**src/rtl/core/c2d_pkg.sv**
```systemverilog
// ----------------------------------------------------------------------------
// c2d_pkg
// Shared types and constants of the strided, padded 2D convolution block.
// ----------------------------------------------------------------------------
`default_nettype none

package c2d_pkg;

  localparam int MAX_DIM_DEF      = 32;
  localparam int MAX_KERNEL_DEF   = 8;
  localparam int MAX_CHANNELS_DEF = 4;

  localparam int ACC_W  = 48;
  localparam int DIM_W  = 9;
  localparam int QDEPTH = 2;

  localparam logic [1:0] FUNC_SAMPLE = 2'd0;
  localparam logic [1:0] FUNC_WEIGHT = 2'd1;
  localparam logic [1:0] FUNC_BIAS   = 2'd2;
  localparam logic [1:0] FUNC_CONV   = 2'd3;

  typedef enum logic [1:0] {
    OP_SAMPLE,
    OP_WEIGHT,
    OP_BIAS,
    OP_CONV
  } c2d_kind_e;

  typedef struct packed {
    c2d_kind_e    kind;
    logic [1:0]   chan;
    logic [4:0]   row;
    logic [4:0]   col;
    logic [15:0]  value;
    logic [2:0]   used;
  } c2d_op_t;

  typedef struct packed {
    logic [DIM_W-1:0] ir;
    logic [DIM_W-1:0] ic;
    logic [3:0]       kr;
    logic [3:0]       kc;
    logic [3:0]       sr;
    logic [3:0]       sc;
    logic [2:0]       pr;
    logic [2:0]       pc;
  } c2d_geom_t;

endpackage

`default_nettype wire

```
**src/rtl/core/c2d_front.sv**
```systemverilog
// ----------------------------------------------------------------------------
// c2d_front
// Accepts input items, drops loads outside the stores, and queues the rest.
// ----------------------------------------------------------------------------
`default_nettype none

module c2d_front import c2d_pkg::*; #(
  parameter int MAX_DIM      = MAX_DIM_DEF,
  parameter int MAX_KERNEL   = MAX_KERNEL_DEF,
  parameter int MAX_CHANNELS = MAX_CHANNELS_DEF
) (
  input  wire logic        clk_i,
  input  wire logic        rst_ni,
  input  wire logic        s_axis_tvalid,
  output logic             s_axis_tready,
  input  wire logic [31:0] s_axis_tdata,
  input  wire logic [1:0]  s_axis_tuser,
  output logic             op_valid_o,
  output c2d_op_t          op_o,
  input  wire logic        op_ready_i
);

  localparam int QPW = (QDEPTH > 1) ? $clog2(QDEPTH) : 1;
  localparam int QCW = $clog2(QDEPTH + 1);

  c2d_op_t          q_mem_q [QDEPTH];
  logic [QPW-1:0]   wr_ptr_q, wr_ptr_d, rd_ptr_q, rd_ptr_d;
  logic [QCW-1:0]   count_q, count_d;
  c2d_op_t          op_in;
  logic             keep, push, pop;

  always_comb begin
    op_in.chan  = s_axis_tdata[1:0];
    op_in.row   = s_axis_tdata[6:2];
    op_in.col   = s_axis_tdata[11:7];
    op_in.value = s_axis_tdata[27:12];
    op_in.used  = s_axis_tdata[30:28];
    op_in.kind  = OP_CONV;
    keep        = 1'b1;
    case (s_axis_tuser)
      FUNC_SAMPLE: begin
        op_in.kind = OP_SAMPLE;
        keep = (int'(op_in.chan) < MAX_CHANNELS) && (int'(op_in.row) < MAX_DIM) &&
               (int'(op_in.col) < MAX_DIM);
      end
      FUNC_WEIGHT: begin
        op_in.kind = OP_WEIGHT;
        keep = (int'(op_in.chan) < MAX_CHANNELS) && (int'(op_in.row) < MAX_KERNEL) &&
               (int'(op_in.col) < MAX_KERNEL);
      end
      FUNC_BIAS: begin
        op_in.kind = OP_BIAS;
      end
      default: begin
        op_in.kind = OP_CONV;
      end
    endcase
  end

  assign s_axis_tready = (int'(count_q) < QDEPTH);
  assign push          = s_axis_tvalid && s_axis_tready && keep;
  assign op_valid_o    = (count_q != '0);
  assign op_o          = q_mem_q[rd_ptr_q];
  assign pop           = op_valid_o && op_ready_i;

  always_comb begin
    wr_ptr_d = wr_ptr_q;
    rd_ptr_d = rd_ptr_q;
    count_d  = count_q;
    if (push) begin
      wr_ptr_d = (int'(wr_ptr_q) == QDEPTH - 1) ? '0 : wr_ptr_q + 1'b1;
    end
    if (pop) begin
      rd_ptr_d = (int'(rd_ptr_q) == QDEPTH - 1) ? '0 : rd_ptr_q + 1'b1;
    end
    if (push && !pop) begin
      count_d = count_q + 1'b1;
    end else if (pop && !push) begin
      count_d = count_q - 1'b1;
    end
  end

  always_ff @(posedge clk_i or negedge rst_ni) begin
    if (!rst_ni) begin
      wr_ptr_q <= '0;
      rd_ptr_q <= '0;
      count_q  <= '0;
    end else begin
      wr_ptr_q <= wr_ptr_d;
      rd_ptr_q <= rd_ptr_d;
      count_q  <= count_d;
    end
  end

  always_ff @(posedge clk_i) begin
    if (push) begin
      q_mem_q[wr_ptr_q] <= op_in;
    end
  end

endmodule

`default_nettype wire

```
**config.mk**
```make
export PLATFORM = sky130hd
export DESIGN_NAME = c2d_front
export DESIGN_NICKNAME = d
export VERILOG_FILES = /design/src/rtl/core/c2d_pkg.sv /design/src/rtl/core/c2d_front.sv
export SDC_FILE = /design/constraint.sdc
export NUM_CORES = 1
export LEC_CHECK = 0
export BUFFER_PORTS_ARGS = -buffer_cell sky130_fd_sc_hd__buf_4
export CAP_MARGIN = 25
export CORE_MARGIN = 2
export CORE_UTILIZATION = 30
export CTS_CLUSTER_DIAMETER = 200
export DETAILED_ROUTE_END_ITERATION = 10
export GPL_TIMING_DRIVEN = 0
export SLEW_MARGIN = 5
export SYNTH_ARGS = -nofsm -noshare
export SYNTH_HDL_FRONTEND = slang
export SYNTH_SLANG_ARGS = --single-unit
```
**constraint.sdc**
```tcl
create_clock -name clk_i -period 4.9 [get_ports clk_i]
set_clock_uncertainty 0.05 [all_clocks]
set_input_delay 0.49 -clock clk_i [delete_from_list [all_inputs] [get_ports clk_i]]
set_output_delay 0.49 -clock clk_i [all_outputs]
set_load 0.02 [all_outputs]
```
**After elaboration in Yosys (flattened, before gate mapping)**

Memory sizes are Yosys's and may differ from the RTL's.
Cells that the tools add are included.

- Register bits: 4
- Memory bits (writable): 66
- Logic and storage cells: 32
- Memories: 1

Memory list:

| name | depth | bits a word | read ports | clocked after memory_dff | write ports | RTL line | source |
|---|---|---|---|---|---|---|---|
| q_mem_q | 2 | 33 | 1 | 0 | 1 | c2d_front.sv:26 | `c2d_op_t q_mem_q [QDEPTH];` |

- $add $sub $neg: 4
- Order comparisons: 3
- Equality and inequality tests: 2
- Multiplexer cells: 8
- Reductions and logical operators: 11

Operator list:

| kind | number |
|---|---|
| $lt 5x4->1 const B | 2 |
| $logic_and 1x1->1 | 6 |
| $pmux 2 s3 | 1 |
| $mux 1 | 5 |
| $mux 2 | 2 |
| $reduce_bool 2->1 | 2 |
| $add 1x1->1 const B | 2 |
| $add 2x1->2 const B | 1 |
| $eq 2x1->1 const B | 1 |
| $eq 2x2->1 const B | 1 |
| $logic_not 1->1 | 2 |
| $logic_not 2->1 | 1 |
| $lt 2x2->1 const B | 1 |
| $sub 2x1->2 const B | 1 |

**Logic depth before layout (Yosys ltp)**

- Depth after elaboration: 8
- Mapped depth: 7

**Least setup slack after synthesis**

No wires, ideal clock.

- Path type: input to register
- Start point: input s_axis_tdata[6]
- End point: memory q_mem_q[0][0] in the netlist's numbering, enable pin
- Setup time: 423 ps
- Arrival: 2350 ps
- Required time: 4427 ps
- Slack: 2077 ps
- Stages: 3
- Cells stage by stage: nor4_2 -> o311ai_2 -> nor2_1

- Longest elaborated chain between the ends: 6

RTL lines:

| item | RTL line | source |
|---|---|---|
| start: declaration | c2d_front.sv:16 | `input wire logic [31:0] s_axis_tdata,` |
| $lt 5x4->1 | c2d_front.sv:48 | `keep = (int'(op_in.chan) < MAX_CHANNELS) && (int'(op_in.row) < MAX_KERNEL) &&` |
| $logic_and 1x1->1 | c2d_front.sv:48 |  |
| $mux 1 | c2d_front.sv:40 | `case (s_axis_tuser)` |
| $logic_and 1x1->1 | c2d_front.sv:61 | `assign push = s_axis_tvalid && s_axis_tready && keep;` |
| $mux 1 | c2d_front.sv:96 | `if (push) begin` |
| $mux 1 (implied by the code) | c2d_front.sv:97 | `q_mem_q[wr_ptr_q] <= op_in;` |
| end: declaration | c2d_front.sv:26 |  |

No other way between the ends.

==> qor.yml <==
dieArea_um2: 9514
die_y_um: 97.54
routedWlPerCell_um: 15.26
htreeDepth: 3
synth_top_area_cell: "edfxtp_1"
r2r_slack_ps: 3100
gr-total-overflow: 0
stdcell_area_um2: 3605
drv_cap: 0
post-cts-setup-buffers: 0
pin_count: 73
status: "completed"
gp_congestion: 0.7433
fin_ws_ps: 2792
relSlewSlack_pct: 66.68
drc_errors: 0
avgSynthCellArea_um2: 21.00
post-place-ws_ps: 2556
fillers: 799
coreArea_um2: 8593
cts.clk_slew.worst_paths_ps: 80
cp-end-kind: "primary output"
grt_usage_pct: 11.01
grt_max_degree: 22
tns_ps: 0
antenna_found_initial: 0
period_minus_slack_ps: 2108
rows: 34
drt_iter0_drc: 31
multiInputGateArea_um2: 489.2
startpoint_type: "flop"
grt_first_pass_wirelength_um: 7824
placed_area_um2: 3357
min-delay-path-class: "in -> reg"
yosysWarnings: 0
nets: 249
antenna_cells: 0
start_util_pct: 30.55
die_w_um: 97.54
syn-num-nets: 164
fmax_mhz: 474.5
grt_pass1_vias: 1541
wirelength_um: 4928
cts_tree: "built"
dp_hpwl_um: 3306
cts-buffers-inserted: 9
power.leakage_nw: 1.346
cts_root_buf: "clkbuf_8"
syn_inst: 125
yosys-top-cells-area: "edfxtp_1 76%, mux2_2 14%, dfrtp_1 3.8%"
synth_top_area_share_pct: 75.50
cp_max_fo: 10
finalHoldWorstSlack_ps: 280.0
dr_total_vias: 1404
port-buffer-count: 71
p_total_mw: 2.048
insertion_delay_ps: 330
max-vdd-ir-drop_mv: 0.2632
drt_pass1_iterations: 4
rsz0062_at_grt: "false"
clock_sinks: 70
clockBufferDepth: 2
layout_worst_path_cycle_share_pct: 43.01
cp.required_ps: 4360
yosysUniqueCellTypes: 18
slew_violations: 0
ys_seq_area_share_pct: 79.31
worst_pin_slew_ps: 498.6
post_route_cells_drive_above_1_share_pct: 60.47
path_class: "reg -> out"
routed_via_density: 4.347
finalHoldViolations: 0
area_growth_pct: 37.32
ys_ff_latch: 70
finalSetupViolations: 0
cp.arrival_ps: 1570
ant_nets: 0
pwr_density_cell_nw_per_um2: 568.2
syn_area_um2: 2625
seq_area_um2: 2082
==> state kept, by name (all words and copies together) (netlist names) <==
signal	cells
q_mem_q	66
count_q	2
rd_ptr_q	1
wr_ptr_q	1
==> cells in the final DEF (no fill, tap or decap) <==
cell and instances:
buf_4 71, edfxtp_1 66, mux2_2 33, clkbuf_8 9, xnor2_1 4, dfrtp_1 4, buf_6 3, bufinv_16 3
clkbuf_1 2, inv_1 2, buf_16 2, buf_2 1, dlygate4sd1_1 1, nor4_2 1, o311ai_2 1, inv_2 1
or2_2 1, nand2_1 1, and2_2 1, nor2_4 1, xor2_1 1, nor2_1 1, ha_1 1, clkinv_1 1
clkinv_4 1, clkinvlp_4 1, dlygate4sd3_1 1
==> cell families after synthesis <==
kind of cell | after synthesis | share of synthesized area, %
mux | 33 | 14.16
simple gates | 6 | 1.382
xor+xnor | 5 | 1.668
buf+inv | 9 | 2.383
compound gates | 1 | 0.6198
flops | 70 | 79.31
fa+ha+maj | 1 | 0.4766
==> worst max-delay path, cell delays in order, from the launching register on <==
cell,delay (ps)
dfrtp_1,320
buf_2,210
buf_6,190
mux2_2,350
buf_4,160
==> layout make-up <==
cell class | instances | area share, %
repair buffers | 74 | 16.59
clock inverters | 6 | 3.055
flip-flops and latches | 70 | 57.76
plain buffers | 6 | 1.423
well taps | 108 | 3.749
multi-input cells | 46 | 13.57
inverters | 3 | 0.3124
clock buffers | 10 | 3.540
==> final timing paths <==
check                                       from              to  cells past startpoint
worst max register to register        count_q[1]  q_mem_q[1][28]                      5
worst min-delay path            s_axis_tdata[24]  q_mem_q[0][15]                      1
worst max-delay path                    rd_ptr_q        op_o[26]                      4
min in group asynchronous                 rst_ni      count_q[1]                      2
worst min register to register        count_q[0]      count_q[0]                      1
max in group asynchronous                 rst_ni        rd_ptr_q                      2
==> cells in the mapped netlist <==
| master | n |
|---|---|
| nor2_1 | 2 |
| edfxtp_1 | 66 |
| or2_2 | 1 |
| clkbuf_1 | 1 |
| buf_2 | 1 |
| xor2_1 | 1 |
| dlygate4sd1_1 | 1 |
| mux2_2 | 33 |
| ha_1 | 1 |
| o311ai_2 | 1 |
| inv_2 | 1 |
| nor4_2 | 1 |
| inv_1 | 2 |
| dfrtp_1 | 4 |
| buf_6 | 3 |
| and2_1 | 1 |
| nand2_1 | 1 |
| xnor2_1 | 4 |
==> where the power goes <==
| group | switching [mW] | internal, mW |
|---|---|---|
| Sequential | 0.0264 | 0.763 |
| Clock | 0.211 | 0.337 |
| Combinational | 0.366 | 0.344 |
| Total | 0.603 | 1.45 |
==> metal layers <==
metal / wire, µm / vias to the layer above / track usage [%]
met2: 2325 / 56 / 16.76
met1: 2227 / 692 / 13.76
met3: 293 / 7 / 4.604
li1: - / 649 / -
met4: 81 / 0 / 4.808
met5: 0 / - / 0
==> metrics by stage <==
| step | cells | util, % |
|---|---|---|
| floorplan | 125 | - |
| global placement | 304 | 38.32 |
| detailed placement | 306 | 39.07 |
| CTS | 323 | 41.95 |
| global route | 323 | 41.95 |
| finish | 323 | 41.95 |
==> repair_timing <==
item / in CTS / in global routing
resized for setup: 0 / 0
hold buffers: 1 / 0
hold endpoints to repair: 4 / 0
Note: power is estimated with default switching activity, not from simulation.
